$ cat src/rtl/tmks_pkg.sv
// tile maximum keypoint select: shared types and constants
// used by tmks_front, tmks_back and the top level, no dependencies
`default_nettype none

package tmks_pkg;

    localparam int RESP_W    = 16;
    localparam int COORD_W   = 12;
    localparam int DIM_W     = 13;
    localparam int TILE_W    = 7;
    localparam int IN_TILE_W = 6;

    localparam logic [DIM_W-1:0]  WIDTH_RESET  = 13'd640;
    localparam logic [DIM_W-1:0]  HEIGHT_RESET = 13'd480;
    localparam logic [TILE_W-1:0] TILE_RESET   = 7'd21;
    localparam logic [TILE_W-1:0] TILE_MIN     = 7'd8;
    localparam logic [TILE_W-1:0] TILE_MAX     = 7'd64;

    // register word index, taken from paddr[3:2]
    localparam int ADDR_W   = 4;
    localparam int REG_IX_W = 2;
    localparam logic [REG_IX_W-1:0] REG_IMAGE_WIDTH  = 2'd0;
    localparam logic [REG_IX_W-1:0] REG_IMAGE_HEIGHT = 2'd1;
    localparam logic [REG_IX_W-1:0] REG_TILE_SIZE    = 2'd2;

    localparam int QUEUE_DEPTH = 4;

    typedef struct packed {
        logic [DIM_W-1:0]  image_width;
        logic [DIM_W-1:0]  image_height;
        logic [TILE_W-1:0] tile_size;
    } cfg_t;

    // one classified pixel on its way from the front to the back
    typedef struct packed {
        logic               first;
        logic               last;
        logic [COORD_W-1:0] y;
        logic [COORD_W-1:0] x;
        logic [RESP_W-1:0]  resp;
    } pix_t;

    // tile memory word and result word, x in the lowest bits
    typedef struct packed {
        logic [RESP_W-1:0]  strength;
        logic [COORD_W-1:0] y;
        logic [COORD_W-1:0] x;
    } corner_t;

endpackage

`default_nettype wire

$ cat src/rtl/tmks_front.sv
// pixel front end: frame and tile position counters, classifies each pixel
// depends on tmks_pkg
`default_nettype none

module tmks_front #(
    parameter int MAX_WIDTH        = 4096,
    parameter int MAX_HEIGHT       = 4096,
    parameter int MAX_TILE_COLUMNS = 512
) (
    input  wire logic                                clk,
    input  wire logic                                rst_n,
    input  wire tmks_pkg::cfg_t                      cfg,
    input  wire logic                                restart,
    input  wire logic                                s_tvalid,
    output logic                                     s_tready,
    input  wire logic [tmks_pkg::RESP_W-1:0]         s_tdata,
    input  wire logic                                q_ready,
    output logic                                     push,
    output logic      [$clog2(MAX_TILE_COLUMNS)-1:0] push_idx,
    output tmks_pkg::pix_t                           push_pix
);

    localparam int CW = $clog2(MAX_WIDTH);
    localparam int RW = $clog2(MAX_HEIGHT);
    localparam int WW = CW + 1;
    localparam int HW = RW + 1;
    localparam int IW = $clog2(MAX_TILE_COLUMNS);
    localparam int TW = tmks_pkg::TILE_W;
    localparam int TIW = tmks_pkg::IN_TILE_W;

    logic [CW-1:0]  col_reg, col_next;
    logic [RW-1:0]  row_reg, row_next;
    logic [TIW-1:0] cit_reg, cit_next;
    logic [TIW-1:0] rit_reg, rit_next;
    logic [IW-1:0]  tcol_reg, tcol_next;

    logic [WW-1:0] w;
    logic [HW-1:0] h;
    logic [TW-1:0] t;
    logic          row_end, tcol_end, frame_bottom, trow_end;
    logic          accept;

    // clamp the geometry registers into range
    always_comb
    begin
        if (cfg.image_width == '0)
        begin
            w = WW'(1);
        end
        else if (32'(cfg.image_width) > 32'(MAX_WIDTH))
        begin
            w = WW'(MAX_WIDTH);
        end
        else
        begin
            w = WW'(cfg.image_width);
        end

        if (cfg.image_height == '0)
        begin
            h = HW'(1);
        end
        else if (32'(cfg.image_height) > 32'(MAX_HEIGHT))
        begin
            h = HW'(MAX_HEIGHT);
        end
        else
        begin
            h = HW'(cfg.image_height);
        end

        if (cfg.tile_size < tmks_pkg::TILE_MIN)
        begin
            t = tmks_pkg::TILE_MIN;
        end
        else if (cfg.tile_size > tmks_pkg::TILE_MAX)
        begin
            t = tmks_pkg::TILE_MAX;
        end
        else
        begin
            t = cfg.tile_size;
        end
    end

    assign row_end      = (WW'(col_reg) + WW'(1)) >= w;
    assign tcol_end     = row_end || ((TW'(cit_reg) + TW'(1)) >= t);
    assign frame_bottom = (HW'(row_reg) + HW'(1)) >= h;
    assign trow_end     = frame_bottom || ((TW'(rit_reg) + TW'(1)) >= t);

    assign s_tready = q_ready;
    assign accept   = s_tvalid && q_ready;
    assign push     = accept;
    assign push_idx = tcol_reg;

    always_comb
    begin
        push_pix.first = (cit_reg == '0) && (rit_reg == '0);
        push_pix.last  = tcol_end && trow_end;
        push_pix.y     = tmks_pkg::COORD_W'(row_reg);
        push_pix.x     = tmks_pkg::COORD_W'(col_reg);
        push_pix.resp  = s_tdata;
    end

    always_comb
    begin
        col_next  = col_reg;
        row_next  = row_reg;
        cit_next  = cit_reg;
        rit_next  = rit_reg;
        tcol_next = tcol_reg;
        if (restart)
        begin
            col_next  = '0;
            row_next  = '0;
            cit_next  = '0;
            rit_next  = '0;
            tcol_next = '0;
        end
        else if (accept)
        begin
            if (row_end)
            begin
                col_next  = '0;
                cit_next  = '0;
                tcol_next = '0;
                if (frame_bottom)
                begin
                    row_next = '0;
                    rit_next = '0;
                end
                else
                begin
                    row_next = row_reg + RW'(1);
                    rit_next = trow_end ? '0 : rit_reg + TIW'(1);
                end
            end
            else
            begin
                col_next = col_reg + CW'(1);
                if (tcol_end)
                begin
                    cit_next = '0;
                    // extra tile columns share the last tile entry
                    if (tcol_reg != IW'(MAX_TILE_COLUMNS - 1))
                    begin
                        tcol_next = tcol_reg + IW'(1);
                    end
                end
                else
                begin
                    cit_next = cit_reg + TIW'(1);
                end
            end
        end
    end

    always_ff @(posedge clk or negedge rst_n)
    begin
        if (!rst_n)
        begin
            col_reg  <= '0;
            row_reg  <= '0;
            cit_reg  <= '0;
            rit_reg  <= '0;
            tcol_reg <= '0;
        end
        else
        begin
            col_reg  <= col_next;
            row_reg  <= row_next;
            cit_reg  <= cit_next;
            rit_reg  <= rit_next;
            tcol_reg <= tcol_next;
        end
    end

    property p_col_in_frame;
        @(posedge clk) disable iff (!rst_n)
        (accept && !restart && !row_end) |=> (col_reg == $past(col_reg) + CW'(1));
    endproperty
    a_col_in_frame: assert property (p_col_in_frame)
        else $error("column counter skipped");

    property p_row_wrap;
        @(posedge clk) disable iff (!rst_n)
        (accept && row_end && frame_bottom) |=> (row_reg == '0 && col_reg == '0);
    endproperty
    a_row_wrap: assert property (p_row_wrap)
        else $error("frame did not restart at origin");

    property p_tile_origin;
        @(posedge clk) disable iff (!rst_n)
        (col_reg == '0) |-> (cit_reg == '0 && tcol_reg == '0);
    endproperty
    a_tile_origin: assert property (p_tile_origin)
        else $error("row start not at tile start");

endmodule

`default_nettype wire

$ cat config.mk
export PLATFORM = sky130hd
export DESIGN_NAME = tmks_front
export DESIGN_NICKNAME = d
export VERILOG_FILES = /design/src/rtl/tmks_pkg.sv /design/src/rtl/tmks_front.sv
export SDC_FILE = /design/constraint.sdc
export NUM_CORES = 1
export LEC_CHECK = 0
export ABC_AREA = 1
export ABC_CLOCK_PERIOD_IN_PS = 6800
export BUFFER_PORTS_ARGS = -buffer_cell sky130_fd_sc_hd__clkbuf_2
export CAP_MARGIN = 20
export CORE_UTILIZATION = 46
export CTS_CLUSTER_DIAMETER = 60
export DETAILED_ROUTE_END_ITERATION = 6
export PLACE_DENSITY = 0.8
export SLEW_MARGIN = 20
export SYNTH_ARGS = -nofsm -noshare
export SYNTH_HDL_FRONTEND = slang
export SYNTH_SLANG_ARGS = --single-unit
$ cat constraint.sdc
create_clock -name clk -period 6.8 [get_ports clk]
set_input_delay 0 -clock clk [delete_from_list [all_inputs] [get_ports clk]]
set_output_delay 0 -clock clk [all_outputs]
set_load 0.005 [all_outputs]
==> impl_metrics.env <==
export IMPL_pwr_density_cell_nw_per_um2=143
export IMPL_synth_area_per_cell_um2=7.06
export IMPL_vias=3891
export IMPL_yosys_warnings=0
export IMPL_cts_setup_buffers=0
export IMPL_start_util_pct=48.6
export IMPL_fp_dieArea_um2=9240
export IMPL_postRouteAntennaNets=0
export IMPL_coreArea_um2=8380
export IMPL_worst_path_buf_inv=0
export IMPL_slew_violations=0
export IMPL_path_delay_family="simple AND/OR/NAND/NOR gates"
export IMPL_finalCritPeriodShare_pct=47.3
export IMPL_slowest_delay_ps=410
export IMPL_grt_pass1_vias=3560
export IMPL_worst_slew_pin_slew_ps=980
export IMPL_synth_area_leaders="dfrtp_1 28%, nand2_1 16%, ha_1 15%"
export IMPL_worstHoldEndpoint="push_pix[13]"
export IMPL_netlist_cell_type_count=32
export IMPL_max_freq_mhz=311
export IMPL_p_leak_nw=2.59
export IMPL_ios=107
export IMPL_ys_ff_latch=45
export IMPL_finalSetupTns_ps=0
export IMPL_pre_cts_ws_ps=3600
export IMPL_reg2reg_depth=17
export IMPL_place_congestion=0.884
export IMPL_routedWlPerCell_um=12.8
export IMPL_path_cells="ha_1, nand3_1, nor2_1, nand2_1, nor2_1, xor2_1, ha_1, nand2_1, nand2_1, a21oi_1, nand2_1, nor2_2, nand3_4, nand2_4, nand2_1, nand2_1, nand2_1"
export IMPL_htreeDepth=2
export IMPL_synthArstFlopShare_pct=100
export IMPL_root_buffer="clkbuf_8"
export IMPL_num_rows=33
export IMPL_critPathMaxFanout=32
export IMPL_min_delay_start="s_tdata[13]"
export IMPL_cp_end_kind="flop"
export IMPL_grt_pass1_wl_um=15500
export IMPL_dp_hpwl_um=7340
export IMPL_numClockSinks=45
export IMPL_worstSetupStartpointType="flop"
export IMPL_worstSkewPairLatency_ps=300
export IMPL_die_w_um=96.1
export IMPL_vias_per_cell=5.28
export IMPL_fill_cells=825
export IMPL_syn_nets=679
export IMPL_layout_min_cycle_time_ps=3220
export IMPL_hold_class="in2out"
export IMPL_synth_top_area_cell="dfrtp_1"
export IMPL_path_common_cell="nand2_1"
export IMPL_grt_overflow=0
export IMPL_cpMaxStageDelayCell="dfrtp_1"
export IMPL_skew_ps=8.23
export IMPL_regToRegStartpoint="col_reg[0]"
export IMPL_peakVddDrop_uv=72.7
export IMPL_rsz0062_at_grt="no"
export IMPL_drive_above_1_share_pct=15.2
export IMPL_layout_nets=733
export IMPL_antenna_found_initial=0
export IMPL_whs_path_depth=0
export IMPL_grt_max_degree=46
export IMPL_yosysMostFrequentCell="nand2_1"
export IMPL_ys_top_cells_by_count="173 x nand2_1, 73 x inv_1, 48 x ha_1"
export IMPL_outcome="finished clean"
export IMPL_setup_violations=0
export IMPL_cts_resized_gates=0
export IMPL_cts_made_buffers=5
export IMPL_critPathArrivalTime_ps=3420
export IMPL_synth_top_area_share_pct=27.6
export IMPL_cts_tree="done"
export IMPL_relSlewSlack_pct=34.6
export IMPL_r2r_end="push_idx[8]"
export IMPL_netlist_area_um2=4080
export IMPL_area_delta_synth_final_pct=9.67
export IMPL_dr_pass1_iters=5
export IMPL_cts_path_max_buffers=2
export IMPL_path_class="reg2reg"
export IMPL_gr_usage_all_layers_pct=21.2
export IMPL_wl_um=9400
export IMPL_worst_r2r_setup_slack_ps=3580
export IMPL_layout_setup_ws_ps=3580
export IMPL_synthCells=577
export IMPL_cts_hold_buf=1
export IMPL_drc_errors=0
export IMPL_drv_cap=0
export IMPL_die_height_um=96.1
export IMPL_required_ps=7000
export IMPL_finalHoldViolations=0
export IMPL_numPortBuffers=74
export IMPL_synth_ff_type="dfrtp_1"
export IMPL_synth_seq_area_share_pct=27.6
export IMPL_antenna_cells=0
export IMPL_synth_edf_count=0
export IMPL_drt_iter0_drc=231
export IMPL_path_clk_slew_ps=90
==> layout make-up <==
| class | instances | area, µm² | area share (%) |
|---|---|---|---|
| clock inverters | 3 | 21.3 | 0.476 |
| inverters | 73 | 274 | 6.13 |
| well taps | 105 | 131 | 2.94 |
| clock buffers | 5 | 68.8 | 1.54 |
| multi-input cells | 430 | 2460 | 55.1 |
| flip-flops and latches | 45 | 1130 | 25.2 |
| repair buffers | 76 | 388 | 8.68 |
==> cells in the final DEF, fill, tap and decap left out, types with 2 or more instances in the layout <==
| master | count |
|---|---|
| nand4_1 | 22 |
| ha_1 | 48 |
| o21ai_2 | 3 |
| a21oi_1 | 15 |
| nor2_2 | 5 |
| nor3_1 | 4 |
| dfrtp_1 | 45 |
| nor2_1 | 47 |
| nor4_1 | 7 |
| nor3b_1 | 2 |
| o21ai_0 | 18 |
| nand2_1 | 173 |
| nand3b_1 | 4 |
| nand3_1 | 42 |
| xnor2_1 | 2 |
| xor2_1 | 27 |
| clkbuf_2 | 74 |
| inv_1 | 73 |
| clkbuf_8 | 5 |
==> worst reg2reg max path: stages (launching register included) <==
cell	delay [ps]
dfrtp_1	410
ha_1	210
nand3_1	110
nor2_1	140
nand2_1	120
nor2_1	140
xor2_1	210
ha_1	270
nand2_1	60
nand2_1	40
a21oi_1	110
nand2_1	80
nor2_2	140
nand3_4	280
nand2_4	400
nand2_1	210
nand2_1	120
nand2_1	60
==> layer usage <==
metal  wire (µm)  vias to the layer above  track usage [%]
met5           0                        -                0
met4         176                        0             7.46
met1        4150                     1793             27.2
met3         480                       21             3.63
li1            -                     1962                -
met2        4590                      115             35.7
==> metrics by stage <==
stage / hold slack (ps) / std cells / area (µm²) / power (mW) / utilization [%]
after floorplan: -296 / 577 / 4080 / 0.424 / -
after global placement: 0.0346 / 728 / 4370 / 0.467 / 52.1
after detailed placement: 0.0346 / 728 / 4370 / 0.472 / 52.1
after CTS: 0.0346 / 737 / 4470 / 0.646 / 53.3
after global routing: 0.00797 / 737 / 4470 / 0.684 / 53.3
final: 0.00176 / 737 / 4470 / 0.641 / 53.3
==> worst max path at each step <==
stage,cells past startpoint,endpoint,from,slack [ps]
5_1_grt,17,push_idx[8],col_reg[1],3210
3_5_place_dp,17,push_idx[8],col_reg[1],3600
3_3_place_gp,17,push_idx[2],col_reg[0],3700
6_report,17,push_idx[8],col_reg[0],3580
4_1_cts,17,push_idx[8],col_reg[0],3590
2_1_floorplan,17,col_reg[10],col_reg[0],4390
==> power by group <==
part | internal [mW] | switching [mW] | total, mW | leakage (nW)
combinational | 0.0656 | 0.107 | 0.173 | 1.92
sequential | 0.278 | 0.0164 | 0.295 | 0.623
clock | 0.0731 | 0.100 | 0.173 | 0.0445
==> kinds of logic after synthesis <==
group | synth area share (%)
xor+xnor | 6.23
simple gates | 33.5
fa+ha+maj | 14.7
compound gates | 5.95
buf+inv | 12.0
flops | 27.6
Note: power is estimated with default switching activity, not from simulation.
