`src/rtl/tmks_queue.sv`:
```
// short fifo between the pixel front end and the tile update back end
// depends on nothing but its parameters
`default_nettype none

module tmks_queue #(
    parameter int DATA_W = 50,
    parameter int DEPTH  = 4
) (
    input  wire logic              clk,
    input  wire logic              rst_n,
    input  wire logic              push,
    input  wire logic [DATA_W-1:0] push_data,
    output logic                   ready,
    input  wire logic              pop,
    output logic                   pop_valid,
    output logic      [DATA_W-1:0] pop_data
);

    localparam int PW = (DEPTH > 1) ? $clog2(DEPTH) : 1;
    localparam int CNT_W = $clog2(DEPTH + 1);

    logic [DATA_W-1:0] slot_reg [DEPTH];
    logic [PW-1:0]     wr_ptr_reg, wr_ptr_next;
    logic [PW-1:0]     rd_ptr_reg, rd_ptr_next;
    logic [CNT_W-1:0]  count_reg, count_next;
    logic              do_push, do_pop;

    assign ready     = (count_reg != CNT_W'(DEPTH));
    assign pop_valid = (count_reg != '0);
    assign pop_data  = slot_reg[rd_ptr_reg];
    assign do_push   = push && ready;
    assign do_pop    = pop && pop_valid;

    always_comb
    begin
        wr_ptr_next = wr_ptr_reg;
        rd_ptr_next = rd_ptr_reg;
        count_next  = count_reg;
        if (do_push)
        begin
            wr_ptr_next = (wr_ptr_reg == PW'(DEPTH - 1)) ? '0 : wr_ptr_reg + PW'(1);
        end
        if (do_pop)
        begin
            rd_ptr_next = (rd_ptr_reg == PW'(DEPTH - 1)) ? '0 : rd_ptr_reg + PW'(1);
        end
        if (do_push && !do_pop)
        begin
            count_next = count_reg + CNT_W'(1);
        end
        else if (do_pop && !do_push)
        begin
            count_next = count_reg - CNT_W'(1);
        end
    end

    always_ff @(posedge clk or negedge rst_n)
    begin
        if (!rst_n)
        begin
            wr_ptr_reg <= '0;
            rd_ptr_reg <= '0;
            count_reg  <= '0;
        end
        else
        begin
            wr_ptr_reg <= wr_ptr_next;
            rd_ptr_reg <= rd_ptr_next;
            count_reg  <= count_next;
        end
    end

    always_ff @(posedge clk)
    begin
        if (do_push)
        begin
            slot_reg[wr_ptr_reg] <= push_data;
        end
    end

    property p_count_bounded;
        @(posedge clk) disable iff (!rst_n)
        count_reg <= CNT_W'(DEPTH);
    endproperty
    a_count_bounded: assert property (p_count_bounded)
        else $error("queue count above depth");

    property p_count_tracks;
        @(posedge clk) disable iff (!rst_n)
        (do_push && !do_pop) |=> (count_reg == $past(count_reg) + CNT_W'(1));
    endproperty
    a_count_tracks: assert property (p_count_tracks)
        else $error("queue count lost a push");

    property p_pointers_agree;
        @(posedge clk) disable iff (!rst_n)
        (count_reg == '0) |-> (wr_ptr_reg == rd_ptr_reg);
    endproperty
    a_pointers_agree: assert property (p_pointers_agree)
        else $error("empty queue with pointers apart");

endmodule

`default_nettype wire

```
`config.mk`:
```
export PLATFORM = sky130hd
export DESIGN_NAME = tmks_queue
export DESIGN_NICKNAME = d
export VERILOG_FILES = /design/src/rtl/tmks_queue.sv
export SDC_FILE = /design/constraint.sdc
export NUM_CORES = 1
export LEC_CHECK = 0
export BUFFER_PORTS_ARGS = -buffer_cell sky130_fd_sc_hd__buf_2
export CAP_MARGIN = 20
export CORE_UTILIZATION = 55
export CTS_BUF_LIST = sky130_fd_sc_hd__clkbuf_4 sky130_fd_sc_hd__clkbuf_8 sky130_fd_sc_hd__clkbuf_16
export CTS_CLUSTER_DIAMETER = 200
export DETAILED_ROUTE_END_ITERATION = 8
export GPL_ROUTABILITY_DRIVEN = 0
export PLACE_DENSITY = 0.77
export RECOVER_POWER = 100
export SLEW_MARGIN = 20
export SYNTH_ARGS = -nofsm -noshare
export SYNTH_HDL_FRONTEND = slang
export SYNTH_SLANG_ARGS = --single-unit
```
`constraint.sdc`:
```
create_clock -name clk -period 2.4 [get_ports clk]
set_input_delay 0.72 -clock clk [delete_from_list [all_inputs] [get_ports clk]]
set_output_delay 0.72 -clock clk [all_outputs]
set_load 0.01 [all_outputs]
```
==> reports/metrics.yaml, run 1 <==
sta:
  period_needed_ns: 2.60
  max_freq_ghz: 0.385
  finalSetupViolCount: 50
  slew_viol_final: 0
  clock_skew_ns: 0.00749
  slew_headroom_pct: 36.2
  worst_pin_slew_ns: 0.956
  hold_viol: 0
  period_share_pct: 108
  setup_ws_ns: -0.196
  rsz0062_at_grt: "yes"
run_status:
  status: "complete, but fails checks"
  violations: "setup timing"
grt:
  grt_max_degree: 40
  use_met1_pct: 27.6
  overflow: 0
  grt_pass1_wl_um: 20300
  grt_busiest_layer: "met2"
  grt_pass1_vias: 3650
  grt_use_met3_pct: 3.09
  grt_use_total_pct: 19.0
  antenna_found_initial: 0
  use_met2_pct: 30.9
power_and_ir_drop:
  p_leak_nw: 3.14
  ir_drop_v: 0.000770
  finalPower_w: 0.0118
  power.density_nw_per_um2: 1270
synth:
  syn_nets: 359
  avgSynthCellArea_um2: 25.6
  synth_area_um2: 7640
  syn_inst: 298
  ys_seq_area_share_pct: 80.9
  synth_seq_cells: 207
  ys_warn_count: 0
  synth_cell_types: 19
cells_and_area:
  final_util_pct: 69.2
  postLayoutCellArea_um2: 9270
  fin_nets: 498
  multi_input_area_um2: 1380
  fillers: 865
  antenna_cells: 0
  largest_reg_flops: 200
  final_common_cell: "edfxtp_1"
  drive_gt1_share_pct: 36.7
  register_area_um2: 6190
  mostFrequentLayoutCells: "edfxtp_1 (200), clkbuf_1 (53), mux4_2 (50)"
  area_delta_synth_final_pct: 21.4
floorplan:
  die_area_um2: 14400
  die_w_um: 120
  core-area_um2: 13400
  rows: 42
  die_y_um: 120
  initial_core_util_pct: 57.0
  io_pins: 106
clock_tree:
  cts-root-buf: "clkbuf_16"
  cts.sinks: 207
  clkLatencyLatePin_ns: 0.48
  cts_hold_buf: 0
  cts_buffers: 20
  path_clk_slew_ns: 0.06
  clockBufferDepth: 3
  cts_tree: "built"
  ctsHtreeMaxLevel: 1
setup_path:
  start_kind: "flip-flop"
  cp.arrival_ns: 1.88
  crit_path_max_fanout: 4
  crit_chain: "buf_4, buf_4, mux4_2, buf_6"
  crit_type: "reg2out"
  cpPeakStageDelay_ns: 0.50
  cp-end-kind: "primary output"
  critPathMostFrequentCell: "buf_4"
  slowest_stage: "dfrtp_4"
  crit_required_ns: 1.68
worst_hold_path:
  hp-class: "in2async"
placement:
  port_buffers: 105
  placed_cell_area_um2: 8560
  dpl.hpwl_um: 8060
  dp_slack_ns: 0.0921
routing:
  via_per_inst: 5.52
  drt-initial-drc-count: 267
  drtAntennaViolNets: 0
  wl_um: 13100
  vias: 3450
  drc: 0
  drt-pass1-iter-count: 4
  wl_per_cell_um: 21.0
run:
  max_cap_viol_count: 0
==> power breakdown <==
| part | internal [W] | leakage (nW) | switching (W) |
|---|---|---|---|
| Combinational | 0.00212 | 0.930 | 0.00181 |
| Clock | 0.00160 | 0.293 | 0.00120 |
| Sequential | 0.00480 | 1.91 | 0.000249 |
==> stage by stage <==
step	hold WS [ns]	std cells	TNS (ns)
floorplan	0.424	298	0
global placement	0.463	581	0
detailed placement	0.475	581	0
CTS	0.0601	625	-9.38
global route	0.161	625	-11.10
finish	0.149	625	-8.41
==> cells by family (layout without fill, tap and decap cells) <==
group	after synthesis	count (layout)	synth area share [%]
flip-flops	207	207	80.9
AND/OR/NAND/NOR	11	11	0.950
buffers and inverters	15	166	0.966
multiplexers	55	55	15.6
XOR/XNOR	3	3	0.344
adder cells (fa/ha/maj)	7	7	1.24
==> area by class of cell <==
cell class	count	area share, %
Sequential cell	207	66.7
Multi-Input combinational cell	76	14.9
Timing Repair Buffer	129	9.58
Clock buffer	23	5.83
Tap cell	176	2.37
Clock inverter	11	0.540
Inverter	3	0.121
==> final timing paths <==
kind	to	slack [ns]	from	depth (start not counted)
max in group asynchronous	rd_ptr_reg[0]	1.92	rst_n	1
worst max register to register	count_reg[2]	0.10	count_reg[1]	8
worst min-delay path	count_reg[0]	0.15	rst_n	1
min in group clk	count_reg[2]	0.48	count_reg[2]	1
worst min register to register	count_reg[2]	0.48	count_reg[2]	1
worst max-delay path	pop_data[18]	-0.20	rd_ptr_reg[0]	4
==> cell usage after synthesis <==
| library cell | number | area, um^2 |
|---|---|---|
| buf_4 | 3 | 22.5 |
| dfrtp_1 | 7 | 175 |
| xnor2_1 | 1 | 8.76 |
| edfxtp_1 | 200 | 6010 |
| nor2_1 | 3 | 11.3 |
| mux4_2 | 50 | 1130 |
| or3_2 | 1 | 7.51 |
| and3_2 | 4 | 30.0 |
| fa_1 | 1 | 20.0 |
| mux2_2 | 3 | 33.8 |
| xor2_1 | 2 | 17.5 |
| and2_4 | 1 | 8.76 |
| nand2_1 | 1 | 3.75 |
| mux2_4 | 2 | 30.0 |
| ha_1 | 6 | 75.1 |
| or3b_4 | 1 | 11.3 |
| buf_2 | 5 | 25.0 |
| inv_1 | 3 | 11.3 |
| clkbuf_1 | 4 | 15.0 |
==> per-layer routing <==
metal,routed length (um),up-vias,part of all wire [%]
met5,0,-,0
met4,208,0,1.6
met3,696,23,5.3
met2,6570,113,50
met1,5630,1771,43
li1,-,1543,-
==> critical path: cells and delay by family (launching register included) <==
family                 cells  cell delay (ns)
DFF                        1             0.50
buffers and inverters      3             0.45
muxes                      1             0.45
==> timing repair <==
item	CTS	global route
buffers inserted	8	0
gates cloned	2	0
hold endpoints to repair	0	0
endpoints found under the setup margin	50	51
gates resized for setup	22	11
Power figures use the tool's default switching activity.
==> inputs of run 2 (changes only) <==
--- a/config.mk
+++ b/config.mk
@@ -12,6 +12,7 @@
 export CTS_CLUSTER_DIAMETER = 200
 export DETAILED_ROUTE_END_ITERATION = 8
 export GPL_ROUTABILITY_DRIVEN = 0
+export MAX_ROUTING_LAYER = met4
 export PLACE_DENSITY = 0.77
 export RECOVER_POWER = 100
 export SLEW_MARGIN = 20
==> reports/metrics.yaml, run 2 (synthesis results as in run 1) <==
run_status:
  status: "complete, but fails checks"  # unchanged
  violations: "setup timing"  # unchanged
clock_tree:
  cts_tree: "built"  # unchanged
  clkLatencyLatePin_ns: 0.48  # about the same
  cts_hold_buf: 0  # unchanged
  cts.sinks: 207  # unchanged
  cts_buffers: 20  # unchanged
  path_clk_slew_ns: 0.06  # about the same
  ctsHtreeMaxLevel: 1  # unchanged
  cts-root-buf: "clkbuf_16"  # unchanged
  clockBufferDepth: 3  # unchanged
setup_path:
  crit_type: "reg2out"  # unchanged
  start_kind: "flip-flop"  # unchanged
  cp.arrival_ns: 1.88  # about the same
  slowest_stage: "dfrtp_4"  # unchanged
  critPathMostFrequentCell: "buf_4"  # unchanged
  path_buf_inv: 3  # unchanged
  cpPeakStageDelay_ns: 0.50  # about the same
  crit_chain: "buf_4, buf_4, mux4_2, buf_6"  # unchanged
  crit_path_max_fanout: 5  # was 4
  path_delay_family: "flip-flops"  # unchanged
  cp-end-kind: "primary output"  # unchanged
  crit_required_ns: 1.68  # about the same
floorplan:
  initial_core_util_pct: 57.0  # unchanged
  io_pins: 106  # unchanged
  die_area_um2: 14400  # unchanged
  die_y_um: 120  # unchanged
  rows: 42  # unchanged
  die_w_um: 120  # unchanged
  core-area_um2: 13400  # unchanged
sta:
  setup_tns_ns: -8.53  # was -8.41 ns
  finalSetupViolCount: 50  # unchanged
  clock_skew_ns: 0.00808  # was 0.00749 ns
  rsz0062_at_grt: "yes"  # unchanged
  slew_headroom_pct: 35.9  # was 36.2%
  worst_pin_slew_ns: 0.961  # was 0.956 ns
  max_freq_ghz: 0.385  # about the same
  period_share_pct: 108  # about the same
  whs_ns: 0.149  # about the same
  setup_ws_ns: -0.199  # was -0.196 ns
  period_needed_ns: 2.60  # about the same
  hold_viol: 0  # unchanged
  slew_viol_final: 0  # unchanged
routing:
  vias: 3503  # was 3450
  drt-initial-drc-count: 254  # was 267
  via_per_inst: 5.60  # was 5.52
  drc: 0  # unchanged
  drtAntennaViolNets: 0  # unchanged
  drt-pass1-iter-count: 4  # unchanged
  wl_per_cell_um: 21.1  # was 21.0 um
  wl_um: 13200  # was 13100 um
worst_hold_path:
  hp-class: "in2async"  # unchanged
cells_and_area:
  fillers: 865  # unchanged
  drive_gt1_share_pct: 36.7  # unchanged
  antenna_cells: 0  # unchanged
  mostFrequentLayoutCells: "edfxtp_1 (200), clkbuf_1 (53), mux4_2 (50)"  # unchanged
  area_delta_synth_final_pct: 21.4  # unchanged
  fin_nets: 498  # unchanged
  largest_reg_flops: 200  # unchanged
  final_util_pct: 69.2  # unchanged
  fin_cells: 625  # unchanged
  final_common_cell: "edfxtp_1"  # unchanged
grt:
  grt_pass1_vias: 3650  # unchanged
  grt_max_degree: 40  # unchanged
  grt_use_total_pct: 19.5  # was 19.0%
  grt_pass1_wl_um: 20300  # about the same
  antenna_found_initial: 0  # unchanged
  overflow: 0  # unchanged
placement:
  dp.cells: 581  # unchanged
  port_buffers: 105  # unchanged
  dp_slack_ns: 0.0921  # unchanged
  dpl.hpwl_um: 8060  # unchanged
power_and_ir_drop:
  ir_drop_v: 0.000773  # was 0.000770 V
  power.density_nw_per_um2: 1270  # about the same
  p_leak_nw: 3.14  # unchanged
run:
  max_cap_viol_count: 0  # unchanged
-- run 2: cell counts in the layout (fill, tap and decap cells not counted) --
Identical to the previous run, type by type.
-- run 2: per-layer routing --
metal	routed length, um	share of wire [%]	global-route usage, %	vias to the layer above
li1	-	-	-	1543
met1	5650	43	27.7	1828
met2	6630	50	30.7	109
met3	701	5.3	3.14	23
met4	210	1.6	4.14	0
met5	0	0	-	-
-- run 2: stage by stage --
step / area, um^2 / power, W
global placement: 8560 / 0.00853
finish: 9270 / 0.0118
global route: 9270 / 0.0123
detailed placement: 8560 / 0.00863
CTS: 9360 / 0.0119
floorplan: 7640 / 0.00721
-- run 2: path summary, 6_finish.rpt --
| path | to | startpoint | slack, ns | cells after the start |
|---|---|---|---|---|
| worst min-delay path | count_reg[0] | rst_n | 0.15 | 1 |
| worst max register to register | count_reg[2] | count_reg[1] | 0.09 | 8 |
| min in group clk | count_reg[2] | count_reg[2] | 0.48 | 1 |
| worst max-delay path | pop_data[15] | rd_ptr_reg[0] | -0.20 | 4 |
| worst min register to register | count_reg[2] | count_reg[2] | 0.48 | 1 |
| max in group asynchronous | rd_ptr_reg[0] | rst_n | 1.92 | 1 |
-- run 2: what timing repair did --
item,CTS,global route
setup endpoints to repair,50,51
gates resized for setup,22,11
buffers inserted,8,0
cloned,2,0
-- run 2: layout make-up --
type                            instances  area (um^2)  share of cell area [%]
Sequential cell                       207         6190                    66.7
Timing Repair Buffer                  129          888                    9.58
Multi-Input combinational cell         76         1380                    14.9
Inverter                                3         11.3                   0.121
Clock inverter                         11         50.0                   0.540
Clock buffer                           23          541                    5.83
Tap cell                              176          220                    2.37
-- run 2: report_power, final --
group          switching (W)  total (W)  internal, W
registers           0.000251    0.00505      0.00480
clock network        0.00120    0.00280      0.00160
logic                0.00182    0.00394      0.00212
==> inputs of run 3 (changes only) <==
--- a/config.mk
+++ b/config.mk
@@ -7,13 +7,13 @@
 export LEC_CHECK = 0
 export BUFFER_PORTS_ARGS = -buffer_cell sky130_fd_sc_hd__buf_2
 export CAP_MARGIN = 20
-export CORE_UTILIZATION = 55
+export CORE_UTILIZATION = 51
 export CTS_BUF_LIST = sky130_fd_sc_hd__clkbuf_4 sky130_fd_sc_hd__clkbuf_8 sky130_fd_sc_hd__clkbuf_16
 export CTS_CLUSTER_DIAMETER = 200
 export DETAILED_ROUTE_END_ITERATION = 8
 export GPL_ROUTABILITY_DRIVEN = 0
 export MAX_ROUTING_LAYER = met4
-export PLACE_DENSITY = 0.77
+export PLACE_DENSITY = 0.75
 export RECOVER_POWER = 100
 export SLEW_MARGIN = 20
 export SYNTH_ARGS = -nofsm -noshare
==> constraint.sdc (replaced) <==
create_clock -name clk -period 2.3 [get_ports clk]
set_input_delay 0.69 -clock clk [delete_from_list [all_inputs] [get_ports clk]]
set_output_delay 0.69 -clock clk [all_outputs]
set_load 0.01 [all_outputs]
==> reports/metrics.yaml, run 3 (synthesis results as in run 1) <==
routing:
  drc: 0  # unchanged
  drtAntennaViolNets: 0  # unchanged
  via_per_inst: 5.57  # was 5.60
  wl_per_cell_um: 21.1  # about the same
  drt-initial-drc-count: 232  # was 254
  wl_um: 13300  # was 13200 um
  vias: 3500  # was 3503
  drt-pass1-iter-count: 4  # unchanged
sta:
  setup_tns_ns: -10.75  # was -8.53 ns
  max_freq_ghz: 0.390
  clock_skew_ns: 0.0103  # was 0.00808 ns
  hold_viol: 0  # unchanged
  period_share_pct: 111
  period_needed_ns: 2.56
  slew_viol_final: 0  # unchanged
  finalSetupViolCount: 50  # unchanged
  rsz0062_at_grt: "yes"  # unchanged
  slew_headroom_pct: 42.0  # was 35.9%
  setup_ws_ns: -0.264  # was -0.199 ns
  worst_pin_slew_ns: 0.870  # was 0.961 ns
setup_path:
  cp.arrival_ns: 1.87  # was 1.88 ns
  crit_chain: "buf_12, mux4_2, buf_2"  # was buf_4, buf_4, mux4_2, buf_6
  start_kind: "flip-flop"  # unchanged
  r2r_slack_ns: 0.02  # was 0.09 ns
  crit_required_ns: 1.61  # was 1.68 ns
  path_delay_family: "multiplexers"  # was flip-flops
  r2r_end: "count_reg[1]"  # was count_reg[2]
  crit_path_max_fanout: 20  # was 5
  r2r_start: "count_reg[0]"  # was count_reg[1]
  cp-end-kind: "primary output"  # unchanged
  slowest_stage: "mux4_2"  # was dfrtp_4
  rr_worst_depth: 6  # was 8
  cpPeakStageDelay_ns: 0.54  # was 0.50 ns
  path_buf_inv: 2  # was 3
  crit_type: "reg2out"  # unchanged
placement:
  port_buffers: 105  # unchanged
  placed_cell_area_um2: 8520  # was 8560 um^2
  dpl.hpwl_um: 8060  # about the same
  dp_slack_ns: 0.0708  # was 0.0921 ns
floorplan:
  die_area_um2: 15500  # was 14400 um^2
  die_w_um: 124  # was 120 um
  rows: 44  # was 42
  die_y_um: 124  # was 120 um
  io_pins: 106  # unchanged
  initial_core_util_pct: 52.4  # was 57.0%
  core-area_um2: 14600  # was 13400 um^2
cells_and_area:
  fin_nets: 491  # was 498
  antenna_cells: 0  # unchanged
  fillers: 999  # was 865
  area_delta_synth_final_pct: 21.3  # was 21.4%
  postLayoutCellArea_um2: 9260  # was 9270 um^2
  final_common_cell: "edfxtp_1"  # unchanged
  largest_reg_flops: 200  # unchanged
  final_util_pct: 63.5  # was 69.2%
  mostFrequentLayoutCells: "edfxtp_1 (200), clkbuf_1 (52), mux4_2 (50)"  # was edfxtp_1 (200), clkbuf_1 (53), mux4_2 (50)
  drive_gt1_share_pct: 36.7  # about the same
grt:
  overflow: 0  # unchanged
  grt_use_total_pct: 18.2  # was 19.5%
  antenna_found_initial: 0  # unchanged
  grt_pass1_vias: 3725  # was 3650
  grt_max_degree: 35  # was 40
  grt_pass1_wl_um: 20700  # was 20300 um
run_status:
  status: "complete, but fails checks"  # unchanged
  violations: "setup timing"  # unchanged
power_and_ir_drop:
  p_leak_nw: 3.12  # was 3.14 nW
  ir_drop_v: 0.000860  # was 0.000773 V
  power.density_nw_per_um2: 1340  # was 1270 nW/um^2
clock_tree:
  cts_buffers: 21  # was 20
  cts.sinks: 207  # unchanged
  clockBufferDepth: 3  # unchanged
  ctsHtreeMaxLevel: 1  # unchanged
  cts-root-buf: "clkbuf_16"  # unchanged
  cts_hold_buf: 0  # unchanged
  cts_tree: "built"  # unchanged
  clkLatencyLatePin_ns: 0.49  # was 0.48 ns
  path_clk_slew_ns: 0.06  # about the same
worst_hold_path:
  hp-class: "in2async"  # unchanged
run:
  max_cap_viol_count: 0  # unchanged
run 3: changes by cell type in the layout (fill, tap and decap cells not counted), moves of 3 or more:
cell / before / now
buf_2: 29 / 23
clkbuf_4: 4 / 10
clkinv_1: 6 / 2
buf_4: 6 / 3
buf_6: 27 / 30
clkbuf_2: 5 / 8
clkinv_2: 4 / 1
run 3: worst register-to-register path: cells and delay by family (launching register included):
family,cells,cell delay [ns]
simple gates,2,0.72
fa+ha+maj,2,0.67
flops,1,0.43
mux,1,0.28
buf+inv,1,0.07
run 3: layout make-up:
cell class,instances,area [um^2],share of cell area (%)
well taps,184,230,2.49
inverters,3,11.3,0.122
flip-flops and latches,207,6190,66.8
clock inverters,7,67.6,0.729
multi-input cells,76,1380,14.9
repair buffers,121,798,8.62
clock buffers,30,593,6.40
run 3: per-stage QoR:
stage	total power (W)	cells	hold slack, ns
2_1_floorplan	0.00752	298	0.394
3_3_place_gp	0.00885	589	0.473
3_5_place_dp	0.00894	589	0.486
4_1_cts	0.0124	628	0.0208
5_1_grt	0.0130	628	0.126
6_report	0.0124	628	0.107
run 3: where the power goes:
group	switching (W)	leakage (nW)	total (W)	internal, W
clock network	0.00131	0.331	0.00323	0.00192
registers	0.000213	1.91	0.00522	0.00501
logic	0.00192	0.881	0.00400	0.00208
run 3: repair_timing:
action	in CTS	in global routing
gates resized for setup	13	20
endpoints found under the hold margin	0	0
endpoints found under the setup margin	51	52
buffers inserted	2	0
run 3: worst max path at each step:
stage,slack [ns],startpoint,end,depth (start not counted)
floorplan,0.18,count_reg[1],count_reg[2],8
detailed placement,0.07,count_reg[1],count_reg[2],8
CTS,-0.30,rd_ptr_reg[0],pop_data[35],3
global route,-0.33,rd_ptr_reg[0],pop_data[35],3
finish,-0.26,rd_ptr_reg[0],pop_data[46],3
global placement,0.16,count_reg[1],count_reg[2],8
run 3: routing by layer:
metal	share of wire, %	global-route usage (%)	vias to the layer above
met3	6.3	3.99	23
met4	1.5	5.03	0
met5	0	-	-
met1	40	22.5	1837
li1	-	-	1536
met2	53	30.5	104
